$ cat src/stfc_pkg.sv
`timescale 1ns / 1ps
// ----------------------------------------------------------------------------
// stfc_pkg
// Shared types, codes and constants of the segmented transfer controller.
// ----------------------------------------------------------------------------
`default_nettype none
package stfc_pkg;

    localparam int unsigned SECTION_BYTES   = 6;
    localparam int unsigned WINDOW_SECTIONS = 32;
    localparam logic [7:0]  TIMEOUT_RESET   = 8'd30;
    localparam logic [7:0]  TICKS_IDLE      = 8'd50;

    typedef enum logic [2:0] {
        OP_START_SEND = 3'd0,
        OP_START_RECV = 3'd1,
        OP_DATA       = 3'd2,
        OP_REPORT     = 3'd3,
        OP_TICK       = 3'd4,
        OP_ABORT      = 3'd5
    } op_t;

    typedef enum logic [2:0] {
        RPT_NEXT   = 3'd0,
        RPT_WAIT   = 3'd1,
        RPT_RESEND = 3'd2,
        RPT_DONE   = 3'd3,
        RPT_ABORT  = 3'd4
    } rpt_t;

    typedef enum logic [3:0] {
        MSG_OK          = 4'd0,
        MSG_REJ_BUSY    = 4'd1,
        MSG_REJ_BAD     = 4'd2,
        MSG_SEND_SEC    = 4'd3,
        MSG_STORE_SEC   = 4'd4,
        MSG_COMMIT      = 4'd5,
        MSG_DONE        = 4'd6,
        MSG_SEND_NEXT   = 4'd7,
        MSG_RESEND      = 4'd8,
        MSG_ABORT       = 4'd9,
        MSG_TO_REPORT   = 4'd10,
        MSG_RESTORE     = 4'd11,
        MSG_TO_ALARM    = 4'd12,
        MSG_OVERRUN     = 4'd13
    } msg_t;

    typedef enum logic [1:0] {
        MODE_IDLE = 2'd0,
        MODE_SEND = 2'd1,
        MODE_RECV = 2'd2
    } mode_t;

    typedef enum logic [2:0] {
        ST_IDLE,
        ST_DECIDE,
        ST_EMIT,
        ST_WINDOW
    } state_t;

    // controller -> datapath
    typedef struct packed {
        logic load;      // latch the input item
        logic apply;     // run the single-step update and build the result list
        logic win_start; // begin a send window
        logic win_step;  // emit one section of the window
        logic pop;       // advance to next queued result
    } cmd_t;

    // datapath -> controller
    typedef struct packed {
        logic has_queue; // queued results remain
        logic win_go;    // decision says a window follows
        logic win_more;  // window has more sections after this one
    } sts_t;

    typedef struct packed {
        logic [47:0] payload_out;
        logic [2:0]  byte_count;
        logic [15:0] byte_offset;
        logic [4:0]  section_index;
        logic [3:0]  reply_net_id;
        logic [3:0]  msg_kind;
    } res_t;

endpackage
`default_nettype wire

$ cat src/stfc_datapath.sv
`timescale 1ns / 1ps
// ----------------------------------------------------------------------------
// stfc_datapath
// Session state, per-item update and section generation.
// ----------------------------------------------------------------------------
`default_nettype none
module stfc_datapath
    import stfc_pkg::*;
(
    input  wire logic        clk,
    input  wire logic        rst_n,
    input  wire cmd_t        cmd,
    output sts_t             sts,
    input  wire logic [7:0]  timeout_ticks,
    input  wire logic [83:0] in_data,
    output res_t             res,
    output logic             res_last
);
    logic [2:0]  op_reg;
    logic [3:0]  net_reg;
    logic [15:0] size_reg;
    logic [7:0]  seq_reg;
    logic [47:0] pay_reg;
    logic [2:0]  code_reg;

    mode_t       mode_reg, mode_next;
    logic [3:0]  peer_reg, peer_next;
    logic [15:0] blk_reg, blk_next;
    logic [16:0] sent_reg, sent_next;
    logic [7:0]  winb_reg, winb_next;
    logic [5:0]  eseq_reg, eseq_next;
    logic [16:0] recv_reg, recv_next;
    logic        serr_reg, serr_next;
    logic [7:0]  ticks_reg, ticks_next;

    // queue of up to three short results
    res_t        q_reg [3];
    res_t        q_next [3];
    logic [1:0]  qn_reg, qn_next, qp_reg, qp_next;
    logic        wgo_reg, wgo_next;
    logic [4:0]  widx_reg, widx_next;
    logic        wlast_reg, wlast_next;

    logic [16:0] step_sum, rcv_sum, sec_end;
    logic [17:0] rcv_cnt;
    logic        sec_fits;

    function automatic res_t mk(input msg_t k, input logic [3:0] n);
        res_t r;
        r = '0;
        r.msg_kind = k;
        r.reply_net_id = n;
        return r;
    endfunction

    assign step_sum = recv_reg + 17'(SECTION_BYTES);
    assign sec_end  = sent_reg + 17'(SECTION_BYTES);
    assign sec_fits = sec_end < {1'b0, blk_reg};
    assign rcv_sum  = 17'(SECTION_BYTES);
    assign rcv_cnt  = 18'(blk_reg) + 18'(rcv_sum) - 18'(step_sum);

    always_comb
    begin
        logic [5:0] eseq_inc;
        mode_next  = mode_reg;
        peer_next  = peer_reg;
        blk_next   = blk_reg;
        sent_next  = sent_reg;
        winb_next  = winb_reg;
        eseq_next  = eseq_reg;
        recv_next  = recv_reg;
        serr_next  = serr_reg;
        ticks_next = ticks_reg;
        q_next     = q_reg;
        qn_next    = qn_reg;
        qp_next    = qp_reg;
        wgo_next   = wgo_reg;
        widx_next  = widx_reg;
        wlast_next = wlast_reg;
        eseq_inc   = eseq_reg + 6'd1;

        if (cmd.pop) qp_next = qp_reg + 2'd1;

        if (cmd.apply)
        begin
            qn_next  = 2'd0;
            qp_next  = 2'd0;
            wgo_next = 1'b0;
            unique case (op_reg)
                OP_START_SEND, OP_START_RECV:
                begin
                    qn_next = 2'd1;
                    if (mode_reg != MODE_IDLE)
                        q_next[0] = mk(MSG_REJ_BUSY, net_reg);
                    else if (size_reg == '0)
                        q_next[0] = mk(MSG_REJ_BAD, net_reg);
                    else
                    begin
                        q_next[0] = mk(MSG_OK, net_reg);
                        peer_next = net_reg;
                        blk_next  = size_reg;
                        if (op_reg == OP_START_SEND)
                        begin
                            mode_next = MODE_SEND;
                            sent_next = '0;
                            wgo_next  = 1'b1;
                        end
                        else
                        begin
                            mode_next  = MODE_RECV;
                            recv_next  = '0;
                            ticks_next = timeout_ticks;
                        end
                    end
                end
                OP_DATA:
                begin
                    if (mode_reg != MODE_RECV)
                    begin
                        q_next[0] = mk(MSG_ABORT, net_reg);
                        qn_next   = 2'd1;
                    end
                    else
                    begin
                        serr_next = serr_reg | (8'(eseq_reg) != seq_reg);
                        recv_next = step_sum;
                        eseq_next = eseq_inc;
                        q_next[0] = mk(MSG_STORE_SEC, net_reg);
                        q_next[0].byte_offset = recv_reg[15:0];
                        q_next[0].payload_out = pay_reg;
                        if (step_sum >= {1'b0, blk_reg})
                        begin
                            q_next[0].byte_count = rcv_cnt[2:0];
                            if (!serr_next)
                            begin
                                q_next[1] = mk(MSG_COMMIT, net_reg);
                                q_next[2] = mk(MSG_DONE, net_reg);
                                qn_next   = 2'd3;
                                mode_next = MODE_IDLE; peer_next = '0; blk_next = '0;
                                sent_next = '0; winb_next = '0; eseq_next = '0;
                                recv_next = '0; serr_next = 1'b0;
                                ticks_next = TICKS_IDLE;
                            end
                            else
                            begin
                                // rewind by the incremented count
                                recv_next = (step_sum >= 17'(eseq_inc) * 17'(SECTION_BYTES))
                                    ? step_sum - 17'(eseq_inc) * 17'(SECTION_BYTES) : '0;
                                serr_next  = 1'b0;
                                eseq_next  = '0;
                                q_next[1]  = mk(MSG_RESEND, net_reg);
                                qn_next    = 2'd2;
                                ticks_next = timeout_ticks;
                            end
                        end
                        else
                        begin
                            q_next[0].byte_count = 3'(SECTION_BYTES);
                            qn_next = 2'd1;
                            if (32'(eseq_inc) == WINDOW_SECTIONS)
                            begin
                                qn_next = 2'd2;
                                if (!serr_next)
                                    q_next[1] = mk(MSG_SEND_NEXT, net_reg);
                                else
                                begin
                                    recv_next = (step_sum >= 17'(eseq_inc) * 17'(SECTION_BYTES))
                                        ? step_sum - 17'(eseq_inc) * 17'(SECTION_BYTES) : '0;
                                    serr_next = 1'b0;
                                    q_next[1] = mk(MSG_RESEND, net_reg);
                                end
                                eseq_next = '0;
                            end
                            ticks_next = timeout_ticks;
                        end
                    end
                end
                OP_REPORT:
                begin
                    if (mode_reg == MODE_SEND)
                    begin
                        unique case (code_reg)
                            RPT_NEXT, RPT_WAIT:
                            begin
                                if (sent_reg >= {1'b0, blk_reg})
                                begin
                                    q_next[0] = mk(MSG_OVERRUN, net_reg);
                                    qn_next   = 2'd1;
                                    mode_next = MODE_IDLE; peer_next = '0; blk_next = '0;
                                    sent_next = '0; winb_next = '0; eseq_next = '0;
                                    recv_next = '0; serr_next = 1'b0;
                                    ticks_next = TICKS_IDLE;
                                end
                                else if (code_reg == RPT_NEXT)
                                    wgo_next = 1'b1;
                                else
                                    ticks_next = timeout_ticks;
                            end
                            RPT_RESEND:
                            begin
                                sent_next = (17'(winb_reg) <= sent_reg)
                                    ? sent_reg - 17'(winb_reg) : '0;
                                wgo_next  = 1'b1;
                            end
                            RPT_DONE, RPT_ABORT:
                            begin
                                mode_next = MODE_IDLE; peer_next = '0; blk_next = '0;
                                sent_next = '0; winb_next = '0; eseq_next = '0;
                                recv_next = '0; serr_next = 1'b0;
                                ticks_next = TICKS_IDLE;
                            end
                            default: ;
                        endcase
                    end
                end
                OP_TICK:
                begin
                    if (mode_reg != MODE_IDLE && ticks_reg != '0)
                    begin
                        ticks_next = ticks_reg - 8'd1;
                        if (ticks_reg == 8'd1)
                        begin
                            if (mode_reg == MODE_RECV)
                            begin
                                q_next[0] = mk(MSG_TO_REPORT, peer_reg);
                                q_next[1] = mk(MSG_RESTORE, peer_reg);
                                qn_next   = 2'd2;
                            end
                            else
                            begin
                                q_next[0] = mk(MSG_TO_ALARM, peer_reg);
                                qn_next   = 2'd1;
                            end
                            mode_next = MODE_IDLE; peer_next = '0; blk_next = '0;
                            sent_next = '0; winb_next = '0; eseq_next = '0;
                            recv_next = '0; serr_next = 1'b0;
                            ticks_next = TICKS_IDLE;
                        end
                    end
                end
                OP_ABORT:
                begin
                    if (mode_reg != MODE_IDLE)
                    begin
                        mode_next = MODE_IDLE; peer_next = '0; blk_next = '0;
                        sent_next = '0; winb_next = '0; eseq_next = '0;
                        recv_next = '0; serr_next = 1'b0;
                        ticks_next = TICKS_IDLE;
                    end
                end
                default: ;
            endcase
        end

        if (cmd.win_start)
        begin
            winb_next  = '0;
            widx_next  = '0;
            wlast_next = 1'b0;
            ticks_next = timeout_ticks;
        end

        if (cmd.win_step)
        begin
            widx_next = widx_reg + 5'd1;
            if (sec_fits)
            begin
                sent_next  = sec_end;
                winb_next  = winb_reg + 8'(SECTION_BYTES);
                wlast_next = (32'(widx_reg) == WINDOW_SECTIONS - 1);
            end
            else
            begin
                winb_next  = winb_reg + ((blk_reg > sent_reg[15:0] && !sent_reg[16])
                             ? 8'(blk_reg - sent_reg[15:0]) : 8'd0);
                sent_next  = {1'b0, blk_reg};
                wlast_next = 1'b1;
            end
        end
    end

    // result mux
    always_comb
    begin
        res = '0;
        res_last = 1'b0;
        if (wgo_reg && qp_reg == qn_reg)
        begin
            res.msg_kind      = MSG_SEND_SEC;
            res.reply_net_id  = net_reg;
            res.section_index = widx_reg;
            res.byte_offset   = sent_reg[15:0];
            if (sec_fits)
                res.byte_count = 3'(SECTION_BYTES);
            else
                res.byte_count = (blk_reg > sent_reg[15:0] && !sent_reg[16])
                                 ? 3'(blk_reg - sent_reg[15:0]) : 3'd0;
            res_last = !sec_fits || (32'(widx_reg) == WINDOW_SECTIONS - 1);
        end
        else
        begin
            res = q_reg[qp_reg];
            res_last = !wgo_reg && (qp_reg + 2'd1 == qn_reg);
        end
    end

    assign sts.has_queue = qp_reg != qn_reg;
    assign sts.win_go    = wgo_reg;
    assign sts.win_more  = !wlast_next;

    always_ff @(posedge clk)
    begin
        if (cmd.load)
        begin
            op_reg   <= in_data[2:0];
            net_reg  <= in_data[6:3];
            size_reg <= in_data[22:7];
            seq_reg  <= in_data[30:23];
            pay_reg  <= in_data[78:31];
            code_reg <= in_data[81:79];
        end
        q_reg <= q_next;
    end

    always_ff @(posedge clk or negedge rst_n)
    begin
        if (!rst_n)
        begin
            mode_reg  <= MODE_IDLE;
            peer_reg  <= '0;
            blk_reg   <= '0;
            sent_reg  <= '0;
            winb_reg  <= '0;
            eseq_reg  <= '0;
            recv_reg  <= '0;
            serr_reg  <= 1'b0;
            ticks_reg <= TICKS_IDLE;
            qn_reg    <= '0;
            qp_reg    <= '0;
            wgo_reg   <= 1'b0;
            widx_reg  <= '0;
            wlast_reg <= 1'b0;
        end
        else
        begin
            mode_reg  <= mode_next;
            peer_reg  <= peer_next;
            blk_reg   <= blk_next;
            sent_reg  <= sent_next;
            winb_reg  <= winb_next;
            eseq_reg  <= eseq_next;
            recv_reg  <= recv_next;
            serr_reg  <= serr_next;
            ticks_reg <= ticks_next;
            qn_reg    <= qn_next;
            qp_reg    <= qp_next;
            wgo_reg   <= wgo_next;
            widx_reg  <= widx_next;
            wlast_reg <= wlast_next;
        end
    end

    logic unused_ok;
    assign unused_ok = ^{rcv_sum, in_data[83:82], wlast_reg};
endmodule
`default_nettype wire

$ cat src/stfc_ctrl.sv
`timescale 1ns / 1ps
// ----------------------------------------------------------------------------
// stfc_ctrl
// Sequencer: accept, decide, drain queued results, then walk the window.
// ----------------------------------------------------------------------------
`default_nettype none
module stfc_ctrl
    import stfc_pkg::*;
(
    input  wire logic clk,
    input  wire logic rst_n,
    input  wire logic in_valid,
    output logic      in_ready,
    output logic      out_valid,
    input  wire logic out_ready,
    input  wire sts_t sts,
    output cmd_t      cmd
);
    state_t state_reg, state_next;

    always_ff @(posedge clk or negedge rst_n)
    begin
        if (!rst_n) state_reg <= ST_IDLE;
        else        state_reg <= state_next;
    end

    always_comb
    begin
        state_next = state_reg;
        cmd        = '0;
        in_ready   = 1'b0;
        out_valid  = 1'b0;
        unique case (state_reg)
            ST_IDLE:
            begin
                in_ready = 1'b1;
                if (in_valid)
                begin
                    cmd.load   = 1'b1;
                    state_next = ST_DECIDE;
                end
            end
            ST_DECIDE:
            begin
                cmd.apply  = 1'b1;
                state_next = ST_EMIT;
            end
            ST_EMIT:
            begin
                if (sts.has_queue)
                begin
                    out_valid = 1'b1;
                    if (out_ready) cmd.pop = 1'b1;
                end
                else if (sts.win_go)
                begin
                    cmd.win_start = 1'b1;
                    state_next    = ST_WINDOW;
                end
                else
                    state_next = ST_IDLE;
            end
            ST_WINDOW:
            begin
                out_valid = 1'b1;
                if (out_ready)
                begin
                    cmd.win_step = 1'b1;
                    if (!sts.win_more) state_next = ST_IDLE;
                end
            end
            default: state_next = ST_IDLE;
        endcase
    end
endmodule
`default_nettype wire

$ cat src/segmented_transfer_flow_control.sv
`timescale 1ns / 1ps
// ----------------------------------------------------------------------------
// segmented_transfer_flow_control
// Session controller moving a byte block in 6-byte sections, 32 per window.
// ----------------------------------------------------------------------------
// One message is handled at a time. The session state is updated in the cycle
// after the accept cycle; then results go out one per cycle while the downstream
// side is ready: up to three short results, then, after a check for a following
// window, for a send window one section per cycle (up to 32). The window walk in
// the datapath is the longest part of a message. Results carry last on the final
// transfer of the message.
// Register 0 (byte address 0) holds the timeout reload value.
`default_nettype none
module segmented_transfer_flow_control
    import stfc_pkg::*;
(
    input  wire logic        clk,
    input  wire logic        rst_n,
    input  wire logic        s_axis_tvalid,
    output logic             s_axis_tready,
    // op[2:0], net_id[6:3], total_size[22:7], seq_num[30:23], payload[78:31],
    // report_code[81:79], zero fill to 88 bits
    input  wire logic [87:0] s_axis_tdata,
    output logic             m_axis_tvalid,
    input  wire logic        m_axis_tready,
    // msg_kind[3:0], reply_net_id[7:4], section_index[12:8], byte_offset[28:13],
    // byte_count[31:29], payload_out[79:32]
    output logic [79:0]      m_axis_tdata,
    output logic             m_axis_tlast,
    input  wire logic        psel,
    input  wire logic        penable,
    input  wire logic        pwrite,
    input  wire logic        paddr,
    input  wire logic [31:0] pwdata,
    output logic [31:0]      prdata,
    output logic             pready
);
    cmd_t       cmd;
    sts_t       sts;
    res_t       res;
    logic [7:0] timeout_reg;

    // configuration register: write on access phase, address 0 only
    assign pready = 1'b1;
    always_ff @(posedge clk or negedge rst_n)
    begin
        if (!rst_n)
            timeout_reg <= TIMEOUT_RESET;
        else if (psel && penable && pwrite && paddr == 1'b0)
            timeout_reg <= pwdata[7:0];
    end
    assign prdata = (paddr == 1'b0) ? {24'd0, timeout_reg} : 32'd0;

    stfc_ctrl u_ctrl (
        .clk       (clk),
        .rst_n     (rst_n),
        .in_valid  (s_axis_tvalid),
        .in_ready  (s_axis_tready),
        .out_valid (m_axis_tvalid),
        .out_ready (m_axis_tready),
        .sts       (sts),
        .cmd       (cmd)
    );

    stfc_datapath u_dp (
        .clk           (clk),
        .rst_n         (rst_n),
        .cmd           (cmd),
        .sts           (sts),
        .timeout_ticks (timeout_reg),
        .in_data       (s_axis_tdata[83:0]),
        .res           (res),
        .res_last      (m_axis_tlast)
    );

    assign m_axis_tdata = {res.payload_out, res.byte_count, res.byte_offset,
                           res.section_index, res.reply_net_id, res.msg_kind};

    logic unused_ok;
    assign unused_ok = ^{s_axis_tdata[87:84], pwdata[31:8]};
endmodule
`default_nettype wire
$ cat config.mk
export PLATFORM = sky130hd
export DESIGN_NAME = segmented_transfer_flow_control
export DESIGN_NICKNAME = d
export VERILOG_FILES = /design/src/stfc_pkg.sv /design/src/stfc_datapath.sv /design/src/stfc_ctrl.sv /design/src/segmented_transfer_flow_control.sv
export SDC_FILE = /design/constraint.sdc
export NUM_CORES = 1
export LEC_CHECK = 0
export BUFFER_PORTS_ARGS = -buffer_cell sky130_fd_sc_hd__clkbuf_2
export CELL_PAD_IN_SITES_DETAIL_PLACEMENT = 2
export CELL_PAD_IN_SITES_GLOBAL_PLACEMENT = 2
export CORE_MARGIN = 4
export CORE_UTILIZATION = 40
export DETAILED_ROUTE_END_ITERATION = 8
export PLACE_DENSITY_LB_ADDON = 0.1
export SKIP_CTS_REPAIR_TIMING = 1
export SYNTH_ARGS = -nofsm -noshare
export SYNTH_HDL_FRONTEND = slang
export SYNTH_SLANG_ARGS = --single-unit
$ cat constraint.sdc
create_clock -name clk -period 21.8 [get_ports clk]
set_input_delay 2.18 -clock clk [delete_from_list [all_inputs] [get_ports clk]]
set_output_delay 2.18 -clock clk [all_outputs]
set_load 0.02 [all_outputs]
-- Word level (Yosys, flattened, before mapping)
Cells that the tools add are included.
- flip-flop bits (word level): 347
- output and inout bits: 116
- logic and storage cells: 366
- add/subtract/negate cells: 13
- multipliers: 1
- magnitude comparators: 7
- equal/unequal tests: 72
- multiplexer cells: 191
- bitwise operators: 5
- reductions and logical operators: 42
- operator list (operator ; count):
    two-way mux 80 bit ; 9
    two-way mux 160 bit ; 3
    two-way mux 17 bit ; 25
    one-hot mux 80 bit (4 select lines) ; 1
    two-way mux 8 bit ; 30
    one-hot mux 17 bit (5 select lines) ; 2
    binary-select mux 80 bit (select 2 bit) ; 1
    two-way mux 16 bit ; 10
    one-hot mux 80 bit (2 select lines) ; 1
    one-hot mux 16 bit (5 select lines) ; 1
    one-hot mux 17 bit (3 select lines) ; 1
    two-way mux 2 bit ; 24
    two-way mux 4 bit ; 12
    two-way mux 48 bit ; 1
    two-way mux 6 bit ; 8
    one-hot mux 8 bit (5 select lines) ; 1
    adder 17 x 3 -> 17 bit, second input constant ; 2
    greater-or-equal comparator 17 x 16 -> 1 bit ; 2
    one-hot mux 17 bit (2 select lines) ; 1
    two-way mux 1 bit ; 32
    two-way mux 32 bit ; 1
    one-hot mux 16 bit (2 select lines) ; 1
    one-hot mux 8 bit (2 select lines) ; 2
    one-hot mux 8 bit (4 select lines) ; 1
    72 further kinds ; 159

-- Longest topological paths before layout
- depth after elaboration: 9
- gate-level depth with buffers: 21
- gate-level depth less buffers: 19

-- Cells and area by module
A second synthesis with hierarchy kept.
- cell total of the unflattened synthesis: 1613
- area total of the unflattened synthesis: 16444.5 µm²
- by module, submodules not included (module ; instances ; cells an instance ; area an instance (µm²) ; seq. area each (µm²)):
    stfc_datapath ; 1 ; 1545 ; 15693.8 ; 7330.8
    segmented_transfer_flow_control ; 1 ; 52 ; 584.3 ; 205.2
    stfc_ctrl ; 1 ; 16 ; 166.4 ; 50.0

-- Least setup slack after synthesis
Ideal clock, no wire load.
- path type: flip-flop to flip-flop
- start point: reg u_dp.sent_reg[8]
- end point: reg u_dp.q_reg[160] (netlist name) (enable)
- arrival: 7.697 ns
- slack: 13.475 ns
- cell stages (with the launch flop): 12
- period minus slack after synthesis: 8.325 ns
- path through: dfrtp_1 -> clkbuf_1 -> inv_2 -> ha_1 -> nand4_1 -> nor4_1 -> a21oi_1 -> and3b_1 -> nand2_1 -> nand2_1 -> a21o_1 -> a221oi_1
- word-level cells in the longest chain between the ends: 3
- RTL lines (element ; line ; source):
    start: declaration ; stfc_datapath.sv:29 ; logic [16:0] sent_reg, sent_next;
    start signal: assignment ; stfc_datapath.sv:349 ; sent_reg <= sent_next;
    greater-or-equal comparator 17 x 16 -> 1 bit ; stfc_datapath.sv:185 ; if (sent_reg >= {1'b0, blk_reg})
    != test 2 x 1 -> 1 bit (no source line) ; -- ;
    AND reduction 7 bit (no source line) ; -- ;
    end signal: assignment ; stfc_datapath.sv:322 ; q_reg <= q_next;
    end: declaration ; stfc_datapath.sv:37 ; res_t q_reg [3];
Every way passes these cells.
A chain may end at the register's enable or synchronous reset.

-- Final worst setup path
- start point: reg u_dp.sent_reg[1]
- end point: out m_axis_tlast
- word-level cells in the longest chain between the ends: 5
- RTL lines (element ; line ; source):
    adder 17 x 3 -> 17 bit ; stfc_datapath.sv:57 ; assign sec_end = sent_reg + 17'(SECTION_BYTES);
    less-than comparator 17 x 16 -> 1 bit ; stfc_datapath.sv:58 ; assign sec_fits = sec_end < {1'b0, blk_reg};
    zero test 1 bit ; stfc_datapath.sv:298 ; res_last = !sec_fits || (32'(widx_reg) == WINDOW_SECTIONS - 1);
    logical OR 1 bit ; stfc_datapath.sv:298 ;
    two-way mux 1 bit ; stfc_datapath.sv:287 ; if (wgo_reg && qp_reg == qn_reg)
    end: declaration ; segmented_transfer_flow_control.sv:29 ; output logic m_axis_tlast,
Every way passes these cells.

==> results.py <==
metrics = {
    "grt": {
        "grt_pass1_vias": 14464,
        "grtUsageMet2_pct": 43.04,
        "antenna_found_initial": 0,
        "grt_usage_pct": 24.66,
        "overflow": 0,
        "grt_max_degree": 89,
        "busiest_layer": "met2",
        "grt_pass1_wl_mm": 85.59,
        "gr-usage-met1_pct": 31.97,
        "met3_usage_pct": 3.274,
    },
    "cts": {
        "worstSkewPairLatency_ns": 0.57,
        "clkSlewWorstSetupHoldPaths_ns": 0.06,
        "clock-sinks": 268,
        "cts_root_buf": "clkbuf_16",
        "htreeDepth": 2,
        "cts_made_buffers": 34,
        "clk_path_buf_depth": 3,
        "cts_tree": "yes",
    },
    "detailed_routing": {
        "drc": 0,
        "antenna_left": 0,
        "vias_per_cell": 5.720,
        "wl_per_cell_um": 24.06,
        "finalWirelength_mm": 55.52,
        "drtPass1Iterations": 5,
        "route.vias.total": 13201,
        "drtIter0Drc": 655,
    },
    "floorplan": {
        "ios": 244,
        "rows": 73,
        "die_h_um": 210.1,
        "core-area_sq_um": 40100,
        "start_util_pct": 40.74,
        "die_area_sq_um": 44130,
        "die_x_um": 210.1,
    },
    "sta": {
        "fin_crit_sh_pct": 33.31,
        "relSlewSlack_pct": 24.85,
        "fin_ws_ns": 14.54,
        "tightest_slew_ns": 1.123,
        "finalSetupTns_ns": 0,
        "fin_crit_ns": 7.261,
        "fmaxAchievable_mhz": 137.7,
        "setup_viol": 0,
        "rsz0062_at_grt": "no",
        "hold_viol": 0,
        "fin_skew_ns": 0.03108,
        "drv_slew": 0,
    },
    "setup_path": {
        "slowest_delay_ns": 0.60,
        "path_cells": "inv_1 -> ha_1 -> nor2_1 -> nand4_1 -> nor4_1 -> xnor2_1 -> ha_1 -> o211ai_1 -> nand2_1 -> o21ai_0 -> and3_2 -> buf_4 -> nor2b_1 -> o32ai_1 -> a21o_1 -> clkbuf_2",
        "cp_max_fo": 37,
        "slowest_stage": "dfrtp_1",
        "cp-end-kind": "primary output",
        "cp_data_arrival_time_ns": 5.08,
        "path_common_cell": "ha_1",
        "crit_required_ns": 19.62,
        "crit_type": "reg -> out",
        "crit_path_start_kind": "flip-flop",
    },
    "pwr": {
        "p_leak_uw": 0.008459,
        "finalPower_uw": 3006,
        "power_frac_comb_pct": 53.6,
        "powerDensity_nw_per_um2": 159.7,
        "power.clock.fraction_pct": 20.0,
        "intPower_uw": 1598,
        "share_seq_of_total_power_pct": 26.4,
        "switchingPower_uw": 1408,
        "vdd_ir_drop_max_mv": 0.07594,
        "switching_share_pct": 46.84,
    },
    "placed_design": {
        "pre_cts_slack_ns": 15.10,
        "dp_hpwl_mm": 41.36,
        "place_area_sq_um": 17640,
        "port_buffers": 188,
        "routabilityCongestion": 0.8683,
    },
    "layout": {
        "fillCellCount": 4242,
        "fin_nets": 1994,
        "drive_gt1_share_pct": 17.17,
        "largest_reg_flops": 87,
        "syn_to_final_growth_pct": 15.23,
        "design_area_sq_um": 18820,
    },
    "synth": {
        "syn_area_per_cell_sq_um": 10.21,
        "synth_top_area_share_pct": 31.07,
        "synthArstFlopShare_pct": 36.94,
        "synth_edf_count": 169,
        "synthTopCellsByCount": "edfxtp_1, and3_1, nor2_1, nand2_1, ha_1",
        "synth_flop_cell": "edfxtp_1",
        "yosys_warnings": 0,
        "netlist_instances": 1600,
        "ys_seq_area_share_pct": 46.29,
        "synth_area_sq_um": 16330,
        "synth_most_common_cell": "edfxtp_1",
        "synth_cell_types": 98,
        "yosys.area.top_type": "edfxtp_1",
        "ys_top_cells_by_area": "edfxtp_1, dfrtp_1, ha_1",
        "ys_ff_latch": 268,
    },
    "flow_run": {
        "drv_cap": 0,
    },
    "worst_hold_path": {
        "hold_path.class": "reg -> reg",
    },
    "status": {
        "status": "finished, final reports clean",
    },
}
-- layer usage --
metal,vias to the layer above,part of all wire [%]
met5,-,0
met4,0,2.8
met3,73,3.7
met2,246,50
met1,6748,43
li1,6134,-
-- cell usage in the layout (no fill, tap or decap), drive strengths merged, types with 45 or more instances in the layout --
cell type / instances
a21oi: 75
and3: 125
clkbuf: 228
dfrtp: 92
edfxtp: 169
ha: 104
inv: 78
mux2i: 47
nand2: 115
nand3: 47
nor2: 125
nor3: 45
o21ai: 91
-- stage by stage --
step	std cells	hold WS (ns)	util, %
detailed placement	2246	0.4990	44.00
finish	2308	0.5206	46.94
CTS	2307	0.5106	46.93
global placement	2246	0.4806	44.00
global route	2307	0.5389	46.93
floorplan	1623	0.4560	-
-- worst max-delay path: cells and delay by family (launching register included) --
family / cells / cell delay (ns)
xor+xnor: 1 / 0.23
flops: 1 / 0.60
simple gates: 6 / 1.60
fa+ha+maj: 2 / 0.56
buf+inv: 3 / 0.82
compound gates: 4 / 0.68
-- power by group through the flow --
stage | clock, uW | combinational (uW) | sequential [uW]
final | 602 | 1610 | 794
after global routing | 637 | 1770 | 808
after CTS | 617 | 1620 | 793
after detailed placement | 0 | 1610 | 802
after global placement | 0 | 1530 | 790
after floorplan | 0 | 1150 | 738
-- worst paths after layout --
kind	start	endpoint	slack [ns]	depth (start not counted)
max	u_dp.sent_reg[1]	m_axis_tlast	14.54	16
min	u_dp.widx_reg[3]	u_dp.widx_reg[3]	0.52	1
max reg2reg	u_dp.recv_reg[1]	u_dp.winb_reg[2]	16.70	14
min reg2reg	u_dp.widx_reg[3]	u_dp.widx_reg[3]	0.52	1
max in group asynchronous	rst_n	timeout_reg[7]	18.89	2
min in group asynchronous	rst_n	u_dp.sent_reg[9]	1.67	1
-- kinds of logic (layout without fill, tap and decap cells) --
group	Yosys count	after routing	share of synthesized area, %
fa+ha+maj	109	109	8.579
buf+inv	182	341	5.002
mux	63	63	3.983
other cells	2	26	0.04598
flops	268	268	46.29
xor+xnor	71	71	3.807
simple gates	578	578	18.79
compound gates	327	327	13.50
-- final cells by class --
type                            instances  area, sq um  area share [%]
Multi-Input combinational cell       1173         8093           43.00
Sequential cell                       268         7561           40.17
Timing Repair Buffer                  200         1033           5.491
Clock buffer                           41        877.1           4.660
Tap cell                              525        656.9           3.490
Inverter                               80        300.3           1.595
Clock inverter                         20        297.8           1.582
Antenna cell                            1        2.502         0.01330
Note: power is estimated with default switching activity, not from simulation.
